$ cat config.mk
export PLATFORM = sky130hd
export DESIGN_NAME = terminal_line_editor
export DESIGN_NICKNAME = d
export VERILOG_FILES = /design/src/rtl/tle_pkg.sv /design/src/rtl/terminal_line_editor.sv /design/src/rtl/tle_cell.sv
export SDC_FILE = /design/constraint.sdc
export NUM_CORES = 1
export LEC_CHECK = 0
export BUFFER_PORTS_ARGS = -buffer_cell sky130_fd_sc_hd__buf_2
export CAP_MARGIN = 20
export CORE_ASPECT_RATIO = 1.2
export CORE_MARGIN = 2
export CORE_UTILIZATION = 53
export DETAILED_ROUTE_END_ITERATION = 6
export PLACE_DENSITY = 0.65
export SLEW_MARGIN = 20
export SYNTH_ARGS = -nofsm -noshare
export SYNTH_HDL_FRONTEND = slang
export SYNTH_SLANG_ARGS = --single-unit
export TNS_END_PERCENT = 50
$ cat constraint.sdc
create_clock -name clk -period 6 [get_ports clk]
set_input_delay 0.6 -clock clk [delete_from_list [all_inputs] [get_ports clk]]
set_output_delay 0.6 -clock clk [all_outputs]
set_load 0.05 [all_outputs]
$ cat src/rtl/tle_pkg.sv
// Types and constants of the terminal line editor.
// No dependencies; used by the cell, the top level and the checker.
package tle_pkg;

	typedef enum logic [2:0] {
		EV_NONE = 3'd0,
		EV_CHAR = 3'd1,
		EV_END  = 3'd2,
		EV_EOF  = 3'd3,
		EV_FULL = 3'd4
	} event_t;

	typedef enum logic [1:0] {
		CELL_HOLD,
		CELL_INS,
		CELL_DEL
	} cell_op_t;

	typedef struct packed {
		cell_op_t    op;
		logic [5:0]  pos;
		logic [7:0]  din;
	} cell_ctrl_t;

	localparam logic [7:0] KEY_EOT   = 8'd4;
	localparam logic [7:0] KEY_BS    = 8'd8;
	localparam logic [7:0] KEY_LF    = 8'd10;
	localparam logic [7:0] KEY_CR    = 8'd13;
	localparam logic [7:0] KEY_ESC   = 8'd27;
	localparam logic [7:0] KEY_SPACE = 8'd32;
	localparam logic [7:0] KEY_DEL   = 8'd127;
	localparam logic [7:0] KEY_LBRK  = 8'h5B;
	localparam logic [7:0] KEY_3     = 8'h33;
	localparam logic [7:0] KEY_TILDE = 8'h7E;
	localparam logic [7:0] KEY_RIGHT = 8'h43;
	localparam logic [7:0] KEY_LEFT  = 8'h44;

endpackage

$ cat src/rtl/terminal_line_editor.sv
// Terminal line editor: raw key bytes in, edit events and line characters out.
// A byte that edits the line gives one result item; insert and delete move the
// tail of the line in the same cycle that the byte is taken, because each
// character cell loads from its neighbor. The result sits in one output register,
// and a byte is taken only in a cycle where that register is empty or being read,
// so a stalled result holds off the input. After CR or LF the line leaves at one
// character per cycle that the output is free, from cell zero while the whole row
// shifts left, followed by the end item: length+1 items in all. No new byte is
// taken until the end item has been loaded.
// Depends on tle_pkg and tle_cell.
module terminal_line_editor #(
	parameter int LINE_CAPACITY = 63
) (
	input  logic        clk,
	input  logic        arst_n,
	input  logic        s_tvalid,
	output logic        s_tready,
	input  logic [7:0]  s_tdata,  // [7:0] key_byte
	output logic        m_tvalid,
	input  logic        m_tready,
	output logic [23:0] m_tdata,  // [7:0] char_out, [13:8] cursor, [19:14] length,
	                              // [23:20] zero
	output logic [2:0]  m_tuser,  // [2:0] event_res
	output logic        m_tlast   // last
);
	import tle_pkg::*;

	localparam logic [5:0] CapC = 6'(LINE_CAPACITY);

	typedef enum logic [2:0] {
		PH_IDLE,
		PH_ESC,
		PH_BRK,
		PH_SKIP,
		PH_DEL3
	} phase_t;

	typedef enum logic {
		ST_IDLE,
		ST_EMIT
	} state_t;

	phase_t     phase_q, phase_nxt;
	state_t     state_q, state_nxt;
	logic [5:0] cursor_q, cursor_nxt;
	logic [5:0] length_q, length_nxt;
	logic [5:0] remain_q, remain_nxt;
	logic       m_valid_q;
	logic [2:0] m_ev_q;
	logic [7:0] m_char_q;
	logic [5:0] m_cur_q, m_len_q;
	logic       m_last_q;

	logic       out_free, accept, load;
	event_t     ld_ev;
	logic [7:0] ld_char;
	logic       ld_last;
	cell_ctrl_t ctrl;
	logic [7:0] b;

	logic [7:0] row [LINE_CAPACITY];

	for (genvar i = 0; i < LINE_CAPACITY; i++) begin : g_cell
		logic [7:0] left_d, right_d;
		if (i == 0) begin : g_l0
			assign left_d = 8'h00;
		end else begin : g_ln
			assign left_d = row[i-1];
		end
		if (i == LINE_CAPACITY - 1) begin : g_rl
			assign right_d = 8'h00;
		end else begin : g_rn
			assign right_d = row[i+1];
		end
		tle_cell #(.IDX(i)) u_cell (
			.clk       (clk),
			.ctrl      (ctrl),
			.left_data (left_d),
			.right_data(right_d),
			.data      (row[i])
		);
	end

	assign out_free = !m_valid_q || m_tready;
	assign s_tready = (state_q == ST_IDLE) && out_free;
	assign accept   = s_tvalid && s_tready;
	assign b        = s_tdata;

	always_comb begin
		phase_nxt  = phase_q;
		state_nxt  = state_q;
		cursor_nxt = cursor_q;
		length_nxt = length_q;
		remain_nxt = remain_q;
		load       = 1'b0;
		ld_ev      = EV_NONE;
		ld_char    = 8'h00;
		ld_last    = 1'b1;
		ctrl.op    = CELL_HOLD;
		ctrl.pos   = cursor_q;
		ctrl.din   = b;

		if (state_q == ST_EMIT) begin
			if (out_free) begin
				load = 1'b1;
				if (remain_q != 6'd0) begin
					// hand out cell zero and advance the row
					ld_ev      = EV_CHAR;
					ld_char    = row[0];
					ld_last    = 1'b0;
					remain_nxt = remain_q - 6'd1;
					ctrl.op    = CELL_DEL;
					ctrl.pos   = 6'd0;
				end else begin
					ld_ev     = EV_END;
					state_nxt = ST_IDLE;
				end
			end
		end else if (accept) begin
			load = 1'b1;
			case (phase_q)
				PH_ESC: phase_nxt = (b == KEY_LBRK) ? PH_BRK : PH_SKIP;
				PH_BRK: begin
					phase_nxt = PH_IDLE;
					if (b == KEY_RIGHT && cursor_q < length_q) begin
						cursor_nxt = cursor_q + 6'd1;
					end else if (b == KEY_LEFT && cursor_q != 6'd0) begin
						cursor_nxt = cursor_q - 6'd1;
					end else if (b == KEY_3) begin
						phase_nxt = PH_DEL3;
					end
				end
				PH_DEL3: begin
					phase_nxt = PH_IDLE;
					if (b == KEY_TILDE && cursor_q < length_q) begin
						ctrl.op    = CELL_DEL;
						length_nxt = length_q - 6'd1;
					end
				end
				PH_SKIP: phase_nxt = PH_IDLE;
				default: begin
					if (b == KEY_CR || b == KEY_LF) begin
						load       = 1'b0;
						remain_nxt = length_q;
						cursor_nxt = 6'd0;
						length_nxt = 6'd0;
						state_nxt  = ST_EMIT;
					end else if (b == KEY_EOT) begin
						ld_ev = EV_EOF;
					end else if (b == KEY_ESC) begin
						phase_nxt = PH_ESC;
					end else if (b == KEY_DEL || b == KEY_BS) begin
						if (cursor_q != 6'd0) begin
							ctrl.op    = CELL_DEL;
							ctrl.pos   = cursor_q - 6'd1;
							cursor_nxt = cursor_q - 6'd1;
							length_nxt = length_q - 6'd1;
						end
					end else if (b >= KEY_SPACE && b < KEY_DEL) begin
						if (length_q < CapC) begin
							ctrl.op    = CELL_INS;
							cursor_nxt = cursor_q + 6'd1;
							length_nxt = length_q + 6'd1;
						end else begin
							ld_ev = EV_FULL;
						end
					end
				end
			endcase
		end
	end

	always_ff @(posedge clk or negedge arst_n) begin
		if (!arst_n) begin
			phase_q   <= PH_IDLE;
			state_q   <= ST_IDLE;
			cursor_q  <= 6'd0;
			length_q  <= 6'd0;
			remain_q  <= 6'd0;
			m_valid_q <= 1'b0;
			m_ev_q    <= EV_NONE;
			m_char_q  <= 8'h00;
			m_cur_q   <= 6'd0;
			m_len_q   <= 6'd0;
			m_last_q  <= 1'b0;
		end else begin
			phase_q  <= phase_nxt;
			state_q  <= state_nxt;
			cursor_q <= cursor_nxt;
			length_q <= length_nxt;
			remain_q <= remain_nxt;
			if (load) begin
				m_valid_q <= 1'b1;
				m_ev_q    <= ld_ev;
				m_char_q  <= ld_char;
				m_cur_q   <= cursor_nxt;
				m_len_q   <= length_nxt;
				m_last_q  <= ld_last;
			end else if (m_tready) begin
				m_valid_q <= 1'b0;
			end
		end
	end

	assign m_tvalid = m_valid_q;
	assign m_tdata  = {4'h0, m_len_q, m_cur_q, m_char_q};
	assign m_tuser  = m_ev_q;
	assign m_tlast  = m_last_q;

endmodule

$ cat src/rtl/tle_cell.sv
// One character cell of the line store row.
// Depends on tle_pkg; takes its left or right neighbor's byte on insert or delete.
module tle_cell #(
	parameter int IDX = 0
) (
	input  logic                clk,
	input  tle_pkg::cell_ctrl_t ctrl,
	input  logic [7:0]          left_data,
	input  logic [7:0]          right_data,
	output logic [7:0]          data
);
	import tle_pkg::*;

	localparam logic [5:0] IdxC = 6'(IDX);

	logic [7:0] data_q;
	logic [7:0] data_nxt;

	always_comb begin
		data_nxt = data_q;
		case (ctrl.op)
			CELL_INS: begin
				if (IdxC > ctrl.pos) begin
					data_nxt = left_data;
				end else if (IdxC == ctrl.pos) begin
					data_nxt = ctrl.din;
				end
			end
			CELL_DEL: begin
				if (IdxC >= ctrl.pos) begin
					data_nxt = right_data;
				end
			end
			default: data_nxt = data_q;
		endcase
	end

	always_ff @(posedge clk) begin
		data_q <= data_nxt;
	end

	assign data = data_q;

endmodule

=== Yosys cells after proc, flatten, opt, wreduce, memory -nomap -nowiden ===
Index checks and enable logic that the tools add are counted.

* Register bits after elaboration: 551
* Word-level logic and storage cells: 841
* Bits of input ports: 12
* Output and inout port bits: 30

* Order comparisons: 130
* Eq/ne operators: 210
* Muxes and demuxes: 334
* Bitwise gates (word level): 1
* Reduce and logical (&&, ||, !) cells: 87
* $add $sub $neg: 5

{| class="wikitable"
|+ Operators with widths
! kind !! number
|-
| two-way mux 8 bit || 200
|-
| one-hot mux 8 bit (2 select lines) || 63
|-
| != test 3 x 1 -> 1 bit (second input constant) || 63
|-
| AND reduction 3 bit || 63
|-
| equality test 6 bit (first input constant) || 31
|-
| >= comparator 6 bit (first input constant) || 31
|-
| greater-than comparator 6 bit (first input constant) || 31
|-
| two-way mux 6 bit || 29
|-
| != test 2 x 1 -> 1 bit (second input constant) || 66
|-
| equality test 5 x 6 -> 1 bit (first input constant) || 16
|-
| >= comparator 5 x 6 -> 1 bit (first input constant) || 16
|-
| greater-than comparator 5 x 6 -> 1 bit (first input constant) || 16
|-
| equality test 4 x 6 -> 1 bit (first input constant) || 8
|-
| >= comparator 4 x 6 -> 1 bit (first input constant) || 8
|-
| greater-than comparator 4 x 6 -> 1 bit (first input constant) || 8
|-
| two-way mux 3 bit || 15
|-
| equality test 8 x 7 -> 1 bit (second input constant) || 5
|-
| equality test 3 x 6 -> 1 bit (first input constant) || 4
|-
| equality test 8 x 4 -> 1 bit (second input constant) || 3
|-
| >= comparator 3 x 6 -> 1 bit (first input constant) || 4
|-
| greater-than comparator 3 x 6 -> 1 bit (first input constant) || 4
|-
| one-hot mux 6 bit (2 select lines) || 2
|-
| two-way mux 1 bit || 18
|-
| subtractor 6 x 1 -> 6 bit (second input constant) || 3
|-
| other kinds (35) || 60
|}

=== Logic depth before layout (Yosys ltp) ===
Gate-level depths: netlist of run 1.

* Word-level depth: 14
* Gate-level depth with buffers: 17
* Depth with buffers taken out: 16

=== Worst setup path before layout of run 1 ===
Ideal clock, no wire load.

* Path kind: reg2reg
* Start point: register length_q[4]
* End point: register g_cell[12].u_cell.data_q[0], enable pin
* Setup time: 385 ps
* Arrival: 4468 ps
* Cell stages (with the launch flop): 16
* Period minus slack after synthesis: 4854 ps
* Required time: 5615 ps
* Slack: 1146 ps
* Buffers on the path: 1
* Path through: dfrtp_1 > inv_1 > ha_1 > a21o_1 > a2111oi_0 > nor3b_1 > o21ai_0 > a211oi_2 > o21ai_0 > nand2_1 > inv_1 > ha_1 > or2_2 > buf_1 > a21oi_1 > a21boi_0

* Cells in the longest elaborated chain, start to end: 13

{| class="wikitable"
|+ Ends and longest elaborated chain
! item !! line !! RTL
|-
| start: declaration || terminal_line_editor.sv:46 || <nowiki>logic [5:0] length_q, length_nxt;</nowiki>
|-
| start signal: assignment || terminal_line_editor.sv:190 || <nowiki>length_q <= length_nxt;</nowiki>
|-
| < comparator 6 bit || terminal_line_editor.sv:160 || <nowiki>if (length_q < CapC) begin</nowiki>
|-
| two-way mux 1 bit || terminal_line_editor.sv:160 ||
|-
| two-way mux 2 bit || terminal_line_editor.sv:159 || <nowiki>end else if (b >= KEY_SPACE && b < KEY_DEL) begin</nowiki>
|-
| two-way mux 2 bit || terminal_line_editor.sv:152 || <nowiki>end else if (b == KEY_DEL || b == KEY_BS) begin</nowiki>
|-
| two-way mux 8 bit || terminal_line_editor.sv:150 || <nowiki>end else if (b == KEY_ESC) begin</nowiki>
|-
| two-way mux 8 bit || terminal_line_editor.sv:148 || <nowiki>end else if (b == KEY_EOT) begin</nowiki>
|-
| two-way mux 8 bit || terminal_line_editor.sv:142 || <nowiki>if (b == KEY_CR || b == KEY_LF) begin</nowiki>
|-
| one-hot mux 2 bit (2 select lines) (*) || terminal_line_editor.sv:121 || <nowiki>case (phase_q)</nowiki>
|-
| two-way mux 8 bit (*) || terminal_line_editor.sv:119 || <nowiki>end else if (accept) begin</nowiki>
|-
| two-way mux 8 bit (*) || terminal_line_editor.sv:103 || <nowiki>if (state_q == ST_EMIT) begin</nowiki>
|-
| equality test 2 x 1 -> 1 bit / equality test 2 bit (equally long branches) || tle_cell.sv:21 || <nowiki>case (ctrl.op)</nowiki>
|-
| != test 3 x 1 -> 1 bit (no line) (tied with other cells) || -- ||
|-
| AND reduction 3 bit (no line) (*) || -- ||
|-
| end signal: assignment || tle_cell.sv:39 || <nowiki>data_q <= data_nxt;</nowiki>
|-
| end: declaration || tle_cell.sv:16 || <nowiki>logic [7:0] data_q;</nowiki>
|}

Mark *: on every way between the ends. The rest lies on a longest branch, timed or not.
A chain may end at the register's enable or synchronous reset.

=== Worst setup path in the final report of run 1 ===
* Start point: register cursor_q[4]
* End point: register g_cell[56].u_cell.data_q[0], enable pin

* Cells in the longest elaborated chain, start to end: 12

{| class="wikitable"
|+ Ends and longest elaborated chain
! item !! line !! RTL
|-
| start: declaration || terminal_line_editor.sv:45 || <nowiki>logic [5:0] cursor_q, cursor_nxt;</nowiki>
|-
| start signal: assignment || terminal_line_editor.sv:189 || <nowiki>cursor_q <= cursor_nxt;</nowiki>
|-
| subtractor 6 x 1 -> 6 bit / nonzero test 6 bit (equally long branches) || terminal_line_editor.sv:155, terminal_line_editor.sv:153 ||
|-
| two-way mux 8 bit || terminal_line_editor.sv:153 || <nowiki>if (cursor_q != 6'd0) begin</nowiki>
|-
| two-way mux 6 bit / two-way mux 2 bit (equally long branches) || terminal_line_editor.sv:152 ||
|-
| two-way mux 8 bit || terminal_line_editor.sv:150 ||
|-
| two-way mux 8 bit || terminal_line_editor.sv:148 ||
|-
| two-way mux 8 bit || terminal_line_editor.sv:142 ||
|-
| two-way mux 6 bit / one-hot mux 2 bit (2 select lines) (equally long branches) || terminal_line_editor.sv:121 ||
|-
| two-way mux 8 bit || terminal_line_editor.sv:119 ||
|-
| two-way mux 8 bit (*) || terminal_line_editor.sv:103 ||
|-
| greater-than comparator 6 bit (tied with other cells) || tle_cell.sv:23 || <nowiki>if (IdxC > ctrl.pos) begin</nowiki>
|-
| != test 3 x 1 -> 1 bit (no line) (tied with other cells) || -- ||
|-
| AND reduction 3 bit (no line) (*) || -- ||
|-
| end signal: assignment || tle_cell.sv:39 ||
|-
| end: declaration || tle_cell.sv:16 ||
|}

Marks and branches as above.

==> impl_results.html, run 1 <==
<table>
<tr><th>Metric</th><th>Value</th></tr>
<tr><th colspan="2">Power and ir drop</th></tr>
<tr><td>Logic gate share of total power</td><td>21.7%</td></tr>
<tr><td>Sequential share of power</td><td>45.4%</td></tr>
<tr><td>Largest voltage drop on the vdd net</td><td>0.263 mV</td></tr>
<tr><td>Power density of the placed cells</td><td>329 nW/um^2</td></tr>
<tr><td>Clk network pwr share</td><td>33.0%</td></tr>
<tr><td>Post-route total power</td><td>10900 uW</td></tr>
<tr><td>Switching power summed over all nets</td><td>3400 uW</td></tr>
<tr><td>Switching portion of total power</td><td>31.2%</td></tr>
<tr><td>Internal power contribution</td><td>7480 uW</td></tr>
<tr><td>Leak</td><td>0.0120 uW</td></tr>
<tr><th colspan="2">Route</th></tr>
<tr><td>First-pass DRT Iterations</td><td>7</td></tr>
<tr><td>DR WL/cell</td><td>23.9 um</td></tr>
<tr><td>Via count</td><td>22600</td></tr>
<tr><td>Remaining DRCs</td><td>0</td></tr>
<tr><td>Antenna-violating nets left</td><td>0</td></tr>
<tr><td>DR iter-0 viols</td><td>2520</td></tr>
<tr><td>Final wirelength</td><td>84800 um</td></tr>
<tr><td>Mean number of vias per cell</td><td>6.36</td></tr>
<tr><th colspan="2">Clocking</th></tr>
<tr><td>Number of levels the H-tree was split into</td><td>2</td></tr>
<tr><td>Buffer type at the clock tree root</td><td>clkbuf_16</td></tr>
<tr><td>Post-cts hold buffer count</td><td>0</td></tr>
<tr><td>Later-pin clock latency in the skew report</td><td>0.64 ns</td></tr>
<tr><td>Clock-pin slew of the registers on the worst-case setup and hold paths</td><td>0.06 ns</td></tr>
<tr><td>Post-CTS resize count</td><td>0</td></tr>
<tr><td>CTS Buf Count</td><td>58</td></tr>
<tr><td>Clock tree from TritonCTS</td><td>done</td></tr>
<tr><td>CTS sink count</td><td>551</td></tr>
<tr><td>Setup bufs post-CTS</td><td>0</td></tr>
<tr><td>Clock Tree Buf Depth</td><td>3</td></tr>
<tr><th colspan="2">Synthesis</th></tr>
<tr><td>Cell taking the most area after synthesis</td><td>edfxtp_1</td></tr>
<tr><td>Count of cell types in the netlist</td><td>102</td></tr>
<tr><td>EDFF count, synth</td><td>504</td></tr>
<tr><td>Async S/R FF share, synth</td><td>8.53%</td></tr>
<tr><td>Main area contributors after synthesis</td><td>edfxtp_1, mux2i_1, o21ai_0, nand2_1, dfrtp_1</td></tr>
<tr><td>Synthesized instance count</td><td>2854</td></tr>
<tr><td>Mean post-synth cell area</td><td>10.7 sq um</td></tr>
<tr><td>Post-synth top cells</td><td>edfxtp_1, nand2_1, o21ai_0</td></tr>
<tr><td>Synth Register Bits</td><td>551</td></tr>
<tr><td>Register area share after synthesis</td><td>53.3%</td></tr>
<tr><td>Top-area cell type share of the netlist area</td><td>49.4%</td></tr>
<tr><td>Most used flip-flop cell after synthesis</td><td>edfxtp_1</td></tr>
<tr><td>Synthesis warning total</td><td>0</td></tr>
<tr><td>Area of the mapped netlist</td><td>30600 sq um</td></tr>
<tr><th colspan="2">Worst setup path</th></tr>
<tr><td>Kind of launch point of the worst setup path</td><td>flop</td></tr>
<tr><td>List of cells traversed by the critical path</td><td>ha_1 -&gt; a21o_1 -&gt; a2111oi_0 -&gt; buf_4 -&gt; nor3b_1 -&gt; o21ai_0 -&gt; a211oi_2 -&gt; o21ai_0 -&gt; nand2_1 -&gt; ha_4 -&gt; or2_2 -&gt; nand2_1 -&gt; nor3_1 -&gt; a21oi_1</td></tr>
<tr><td>CP Capture Type</td><td>flop</td></tr>
<tr><td>Biggest fanout along the worst timing path</td><td>19</td></tr>
<tr><td>Critical path type</td><td>flop to flop</td></tr>
<tr><td>Critical path's largest stage delay</td><td>0.71 ns</td></tr>
<tr><td>Crit path max-delay cell type</td><td>nor3_1</td></tr>
<tr><td>Data required time at the worst endpoint</td><td>6.26 ns</td></tr>
<tr><td>Arrival time of the worst setup path</td><td>5.46 ns</td></tr>
<tr><td>Critical path buffers and inverters</td><td>1</td></tr>
<tr><td>Dominant delay contributor by cell family on the critical path</td><td>simple AND/OR/NAND/NOR gates</td></tr>
<tr><th colspan="2">GRT</th></tr>
<tr><td>Met3 track demand over resource</td><td>4.56%</td></tr>
<tr><td>Wire length of the first global-routing pass</td><td>131000 um</td></tr>
<tr><td>Global-route usage over all layers</td><td>28.2%</td></tr>
<tr><td>Total gr overflow</td><td>0</td></tr>
<tr><td>Via count of the first global-routing pass</td><td>22400</td></tr>
<tr><td>Maximum number of pins on one net before global-route repair</td><td>230</td></tr>
<tr><td>GR met1 Demand/Resource</td><td>37.3%</td></tr>
<tr><td>Global-route met2 utilization</td><td>47.2%</td></tr>
<tr><td>Antenna violations before repair</td><td>1</td></tr>
<tr><td>Highest-utilization routing layer at the global route stage</td><td>met2</td></tr>
<tr><th colspan="2">Finish</th></tr>
<tr><td>Nets@finish</td><td>2792</td></tr>
<tr><td>Number of fill cells in the layout</td><td>4917</td></tr>
<tr><td>Share of layout cells above drive strength 1</td><td>9.85%</td></tr>
<tr><td>Final core utilization</td><td>57.9%</td></tr>
<tr><td>Antenna diode instance count</td><td>0</td></tr>
<tr><td>Post-route cell area</td><td>33100 sq um</td></tr>
<tr><td>Layout Area Growth over Synthesis</td><td>8.10%</td></tr>
<tr><th colspan="2">Placement</th></tr>
<tr><td>Port bufs</td><td>37</td></tr>
<tr><td>Worst setup slack after placement</td><td>0.889 ns</td></tr>
<tr><td>Cell area after placement</td><td>31200 sq um</td></tr>
<tr><td>Total half-perimeter wirelength after legalization and detailed placement</td><td>58300 um</td></tr>
<tr><td>Final GP Congestion</td><td>0.888</td></tr>
<tr><th colspan="2">Timing</th></tr>
<tr><td>Max Clock Skew</td><td>0.0268 ns</td></tr>
<tr><td>Final setup violation count</td><td>0</td></tr>
<tr><td>Worst-case headroom to the max-slew limit</td><td>22.6%</td></tr>
<tr><td>Share of the clock period used by the worst path after layout</td><td>86.7%</td></tr>
<tr><td>Transition time of the tightest slew-check pin</td><td>1.16 ns</td></tr>
<tr><td>Maximum frequency from static timing analysis</td><td>192 MHz</td></tr>
<tr><td>Total Negative Setup Slacks</td><td>0 ns</td></tr>
<tr><td>Number of max-slew violations in the final report</td><td>0</td></tr>
<tr><td>Final count of hold timing violations</td><td>0</td></tr>
<tr><td>Setup repair after global routing missed its margin</td><td>no</td></tr>
<tr><td>Minimum clock period after layout</td><td>5.20 ns</td></tr>
<tr><td>Slack of the critical path</td><td>0.800 ns</td></tr>
<tr><th colspan="2">Job</th></tr>
<tr><td>MaxCap Viol Count</td><td>0</td></tr>
<tr><th colspan="2">Floorplan</th></tr>
<tr><td>Site Rows</td><td>96</td></tr>
<tr><td>Die width</td><td>223 um</td></tr>
<tr><td>Die footprint</td><td>59700 sq um</td></tr>
<tr><td>Starting utilization of the core area</td><td>53.6%</td></tr>
<tr><td>Die Y-Extent</td><td>267 um</td></tr>
<tr><td>Core ar.</td><td>57200 sq um</td></tr>
<tr><td>Top Ports</td><td>42</td></tr>
<tr><th colspan="2">Run status</th></tr>
<tr><td>Result of the run</td><td>finished, final reports clean</td></tr>
<tr><th colspan="2">Worst hold path</th></tr>
<tr><td>Worst Hold Class</td><td>input port to async pin</td></tr>
</table>
## worst paths after layout
kind                                              to  slack [ns]  cells past startpoint        start
setup / recovery           g_cell[56].u_cell.data[0]        0.80                     14  cursor_q[4]
hold / removal                           m_char_q[3]        0.05                      2       arst_n
setup reg to reg           g_cell[56].u_cell.data[0]        0.80                     14  cursor_q[4]
hold reg to reg                           m_tuser[1]        0.49                      2   m_tuser[1]
max in group asynchronous                 m_cur_q[3]        5.53                      2       arst_n
min in group clk                            m_tvalid        0.32                      3     s_tvalid
## area by class of cell
type	count	area, sq um	share of cell area (%)
repair buffers	109	767	2.32
multi-input cells	2022	13100	39.7
well taps	735	920	2.78
clock inverters	30	274	0.828
flip-flops and latches	551	16300	49.3
inverters	25	93.8	0.283
clock buffers	76	1590	4.81
## power by group through the flow
stage	logic [uW]	clock network [uW]	registers [uW]
after floorplan	1630	0	4990
after global placement	2270	0	5000
after detailed placement	2320	0	5010
after CTS	2330	3640	4930
after global routing	2540	3770	4980
final	2360	3590	4940
## layout by cell type (no fill, tap or decap), drive strengths merged, types with 7 or more instances in the layout
cell	instances
a21o	15
nand2b	16
a31oi	16
nor3	25
and2	14
nand4	8
o211ai	25
mux2i	419
clkbuf	76
buf	109
clkinv	24
nor4b	9
nor2b	28
mux2	14
a22o	10
dfrtp	47
o21ai	442
a221o	64
a211oi	10
o31ai	7
and3	7
nand2	510
nor2	101
nor3b	36
inv	24
a21oi	101
edfxtp	504
o22a	8
nand3b	10
ha	13
nand3	33
## registers in the layout, indices dropped and copies added, names as in the netlist
signal / count
m_len_q: 6
m_tlast: 1
m_cur_q: 6
state_q: 1
m_char_q: 8
m_tvalid: 1
remain_q: 6
m_tuser: 3
phase_q: 3
g_cell.u_cell.data: 504
cursor_q: 6
length_q: 6
## per-stage QoR
step	std cells	hold slack, ns
floorplan	2857	0.304
global placement	3440	0.483
detailed placement	3441	0.474
CTS	3547	0.0471
global route	3548	0.111
finish	3548	0.0517
## logic make-up after synthesis
kind of cell	after synthesis	share of synthesized area [%]
adders and majority gates	13	0.531
buffers and inverters	284	4.04
muxes	433	14.3
DFF	551	53.3
and+or+nand+nor	816	12.3
xor gates and xnor gates	1	0.0286
AOI/OAI and AO/OA	755	15.6
other	1	0.0122
## metal layers
metal  routed length (um)  up-vias
met1                36000    11200
met5                    0        -
li1                     -    10400
met2                40500      831
met3                 5420      166
met4                 2830        0
No activity file was read; power rests on OpenSTA's default activity.
==> run 2: changes to the inputs <==
CORE_ASPECT_RATIO = not set   (was 1.2)
==> run 2 against run 1 <==
Net effect:
- the run now ends with negative hold slack left
- register-to-register slack worse by 0.41 ns
- combinational power down 2%
- first-iteration DRC count is 0.56% lower
- non-clock buffer count is 7 lower
- clock power is essentially flat
- total power decreased by 0.22%
- sequential share of layout area barely moved
- cell count increased by 0.79%
==> impl_results.html, run 2 (synthesized netlist as in run 1, its figures left out) <==
<table>
<tr><th>Metric</th><th>Value</th></tr>
<tr><th colspan="2">Timing</th></tr>
<tr><td>Maximum frequency from static timing analysis</td><td>178 MHz (-7.3%)</td></tr>
<tr><td>Setup repair after global routing missed its margin</td><td>no</td></tr>
<tr><td>Minimum clock period after layout</td><td>5.61 ns (+0.410 ns)</td></tr>
<tr><td>Final setup violation count</td><td>0 (unchanged)</td></tr>
<tr><td>Number of max-slew violations in the final report</td><td>0 (unchanged)</td></tr>
<tr><td>Worst-case headroom to the max-slew limit</td><td>25.8% (+3.2 points)</td></tr>
<tr><td>Slack of the critical path</td><td>0.391 ns (-0.410 ns)</td></tr>
<tr><td>Max Clock Skew</td><td>0.0189 ns (-0.00788 ns)</td></tr>
<tr><td>Total Negative Setup Slacks</td><td>0 ns (unchanged)</td></tr>
<tr><td>Final count of hold timing violations</td><td>8 (+8)</td></tr>
<tr><td>Smallest hold slack</td><td>-0.00530 ns (-0.0570 ns)</td></tr>
<tr><td>Share of the clock period used by the worst path after layout</td><td>93.5% (+6.8 points)</td></tr>
<tr><td>Transition time of the tightest slew-check pin</td><td>1.11 ns (-0.0541 ns)</td></tr>
<tr><th colspan="2">Clocking</th></tr>
<tr><td>CTS sink count</td><td>551 (unchanged)</td></tr>
<tr><td>Clock Tree Buf Depth</td><td>3 (unchanged)</td></tr>
<tr><td>Setup bufs post-CTS</td><td>0 (unchanged)</td></tr>
<tr><td>Clock tree from TritonCTS</td><td>done</td></tr>
<tr><td>Clock-pin slew of the registers on the worst-case setup and hold paths</td><td>0.06 ns (about the same)</td></tr>
<tr><td>Buffer type at the clock tree root</td><td>clkbuf_16</td></tr>
<tr><td>Number of levels the H-tree was split into</td><td>2 (unchanged)</td></tr>
<tr><td>Later-pin clock latency in the skew report</td><td>0.63 ns (about the same)</td></tr>
<tr><td>Post-CTS resize count</td><td>0 (unchanged)</td></tr>
<tr><td>Post-cts hold buffer count</td><td>0 (unchanged)</td></tr>
<tr><td>CTS Buf Count</td><td>59 (+1.7%)</td></tr>
<tr><th colspan="2">Finish</th></tr>
<tr><td>Number of flip-flops in the largest register</td><td>504 (unchanged)</td></tr>
<tr><td>Number of fill cells in the layout</td><td>4847 (-1.4%)</td></tr>
<tr><td>Share of layout cells above drive strength 1</td><td>9.64% (-0.20 points)</td></tr>
<tr><td>Post-route cell area</td><td>33100 sq um (about the same)</td></tr>
<tr><td>Leading cell types in the layout, fill and taps excluded</td><td>nand2_1, edfxtp_1, o21ai_0, mux2i_1, a21oi_1</td></tr>
<tr><td>Final cell count without fillers</td><td>3576 (+0.79%)</td></tr>
<tr><td>Nets@finish</td><td>2786 (-0.21%)</td></tr>
<tr><td>Layout Area Growth over Synthesis</td><td>8.12% (about the same)</td></tr>
<tr><th colspan="2">Placement</th></tr>
<tr><td>Worst setup slack after placement</td><td>0.512 ns (-0.377 ns)</td></tr>
<tr><td>Inst Count DP</td><td>3464 (+0.67%)</td></tr>
<tr><td>Final GP Congestion</td><td>0.919 (+3.5%)</td></tr>
<tr><td>Total half-perimeter wirelength after legalization and detailed placement</td><td>56400 um (-3.4%)</td></tr>
<tr><td>Port bufs</td><td>37 (unchanged)</td></tr>
<tr><td>Cell area after placement</td><td>31200 sq um (about the same)</td></tr>
<tr><th colspan="2">Worst setup path</th></tr>
<tr><td>CP Capture Type</td><td>flop</td></tr>
<tr><td>Depth of the most critical reg-to-reg path</td><td>14 (unchanged)</td></tr>
<tr><td>Data required time at the worst endpoint</td><td>6.27 ns (about the same)</td></tr>
<tr><td>Arrival time of the worst setup path</td><td>5.88 ns (+0.42 ns)</td></tr>
<tr><td>Kind of launch point of the worst setup path</td><td>flop</td></tr>
<tr><td>Critical path type</td><td>flop to flop</td></tr>
<tr><td>Start of the worst register-to-register path</td><td>cursor_q[4]</td></tr>
<tr><td>Biggest fanout along the worst timing path</td><td>20 (+1)</td></tr>
<tr><td>Crit Reg-Reg Endpoint</td><td>g_cell[56].u_cell.data[0]</td></tr>
<tr><td>Setup slack of the worst register-to-register path</td><td>0.39 ns (-0.41 ns)</td></tr>
<tr><th colspan="2">Floorplan</th></tr>
<tr><td>Site Rows</td><td>88 (-8.3%)</td></tr>
<tr><td>Die Y-Extent</td><td>244 um (-8.6%)</td></tr>
<tr><td>Die footprint</td><td>59700 sq um (about the same)</td></tr>
<tr><td>Die width</td><td>244 um (+9.4%)</td></tr>
<tr><td>Starting utilization of the core area</td><td>53.4% (-0.18 points)</td></tr>
<tr><td>Core ar.</td><td>57400 sq um (+0.33%)</td></tr>
<tr><td>Top Ports</td><td>42 (unchanged)</td></tr>
<tr><th colspan="2">Power and ir drop</th></tr>
<tr><td>Switching power summed over all nets</td><td>3390 uW (-0.27%)</td></tr>
<tr><td>Switching portion of total power</td><td>31.2% (about the same)</td></tr>
<tr><td>Clk network pwr share</td><td>33.3% (+0.3 points)</td></tr>
<tr><td>Leak</td><td>0.0120 uW (-0.18%)</td></tr>
<tr><td>Largest voltage drop on the vdd net</td><td>0.230 mV (-13%)</td></tr>
<tr><td>Power density of the placed cells</td><td>328 nW/um^2 (-0.24%)</td></tr>
<tr><td>Logic gate share of total power</td><td>21.3% (-0.4 points)</td></tr>
<tr><td>Sequential share of power</td><td>45.5% (about the same)</td></tr>
<tr><td>Internal power contribution</td><td>7470 uW (-0.20%)</td></tr>
<tr><th colspan="2">Worst hold path</th></tr>
<tr><td>Worst Hold Class</td><td>input port to async pin</td></tr>
<tr><th colspan="2">Route</th></tr>
<tr><td>Remaining DRCs</td><td>0 (unchanged)</td></tr>
<tr><td>Via count</td><td>22500 (-0.24%)</td></tr>
<tr><td>DR WL/cell</td><td>23.1 um (-3.4%)</td></tr>
<tr><td>Antenna-violating nets left</td><td>0 (unchanged)</td></tr>
<tr><td>Final wirelength</td><td>82600 um (-2.6%)</td></tr>
<tr><td>DR iter-0 viols</td><td>2506 (-0.56%)</td></tr>
<tr><td>Mean number of vias per cell</td><td>6.29 (-1.0%)</td></tr>
<tr><td>First-pass DRT Iterations</td><td>6 (-1)</td></tr>
<tr><th colspan="2">GRT</th></tr>
<tr><td>Wire length of the first global-routing pass</td><td>128000 um (-2.3%)</td></tr>
<tr><td>Antenna violations before repair</td><td>1 (unchanged)</td></tr>
<tr><td>Maximum number of pins on one net before global-route repair</td><td>241 (+4.8%)</td></tr>
<tr><td>Global-route usage over all layers</td><td>27.3% (-0.89 points)</td></tr>
<tr><td>Via count of the first global-routing pass</td><td>21700 (-3.2%)</td></tr>
<tr><td>Total gr overflow</td><td>0 (unchanged)</td></tr>
<tr><th colspan="2">Run status</th></tr>
<tr><td>Failing checks</td><td>negative hold slack</td></tr>
<tr><td>Result of the run</td><td>finished, violations left</td></tr>
<tr><th colspan="2">Job</th></tr>
<tr><td>MaxCap Viol Count</td><td>0 (unchanged)</td></tr>
</table>
==> run 2: cell types whose count changed in the layout (fill, tap and decap cells not counted), moves of 2 or more <==
cell      change
buf_12        +2
clkinv_2      +3
buf_4         -8
clkbuf_8      -3
clkinv_8      -2
inv_6         +2
==> run 2: layout make-up <==
cell class                 instances  area (sq um)  area share [%]
antenna                            1          2.50         0.00756
tap                              765           957            2.89
clock buffer                      72          1530            4.61
inverter                          25          93.8           0.283
multi-input combinational       2022         13100            39.7
sequential                       551         16300            49.3
timing repair buffer             102           742            2.24
clock inverter                    38           348            1.05
==> run 2: worst max path at each step <==
stage / depth (start not counted) / endpoint / startpoint
after floorplan: 15 / g_cell[12].u_cell.data[0] / length_q[4]
after global placement: 14 / g_cell[56].u_cell.data[0] / cursor_q[4]
after detailed placement: 14 / g_cell[56].u_cell.data[3] / cursor_q[4]
after CTS: 14 / g_cell[56].u_cell.data[6] / cursor_q[4]
after global routing: 14 / g_cell[56].u_cell.data[6] / cursor_q[4]
final: 14 / g_cell[56].u_cell.data[0] / cursor_q[4]
==> run 2: power by group through the flow <==
| stage | Combinational [uW] | Clock (uW) | Sequential, uW |
|---|---|---|---|
| final | 2310 | 3610 | 4940 |
| after detailed placement | 2270 | 0 | 5010 |
| after global placement | 2230 | 0 | 5000 |
| after floorplan | 1630 | 0 | 4990 |
| after CTS | 2280 | 3670 | 4940 |
| after global routing | 2500 | 3820 | 4980 |
==> run 2: metal layers <==
metal	global-route usage (%)	vias to the layer above	wire, um
li1	-	10400	-
met1	39.7	11100	36900
met2	42.2	880	37600
met3	4.39	142	5880
met4	8.20	0	2220
met5	0	-	0
==> run 2: worst max-delay path, cell delays in order, from the launching register on <==
cell and delay [ns]:
dfrtp_1 0.67, ha_1 0.34, a21o_1 0.18, a2111oi_0 0.40, buf_4 0.21, nor3b_1 0.26, o21ai_0 0.17, a211oi_2 0.45
o21ai_0 0.21, nand2_1 0.19, ha_4 0.29, or2_2 0.50, nand2_1 0.24, nor3_1 0.68, a21oi_1 0.46
==> run 2: through the flow <==
stage	utilization, %	hold slack [ns]	total power, uW
6_report	57.7	-0.00530	10900
5_1_grt	57.7	0.0333	11300
4_1_cts	57.7	0.182	10900
3_5_place_dp	54.4	0.470	7290
3_3_place_gp	54.4	0.474	7230
2_1_floorplan	-	0.304	6620
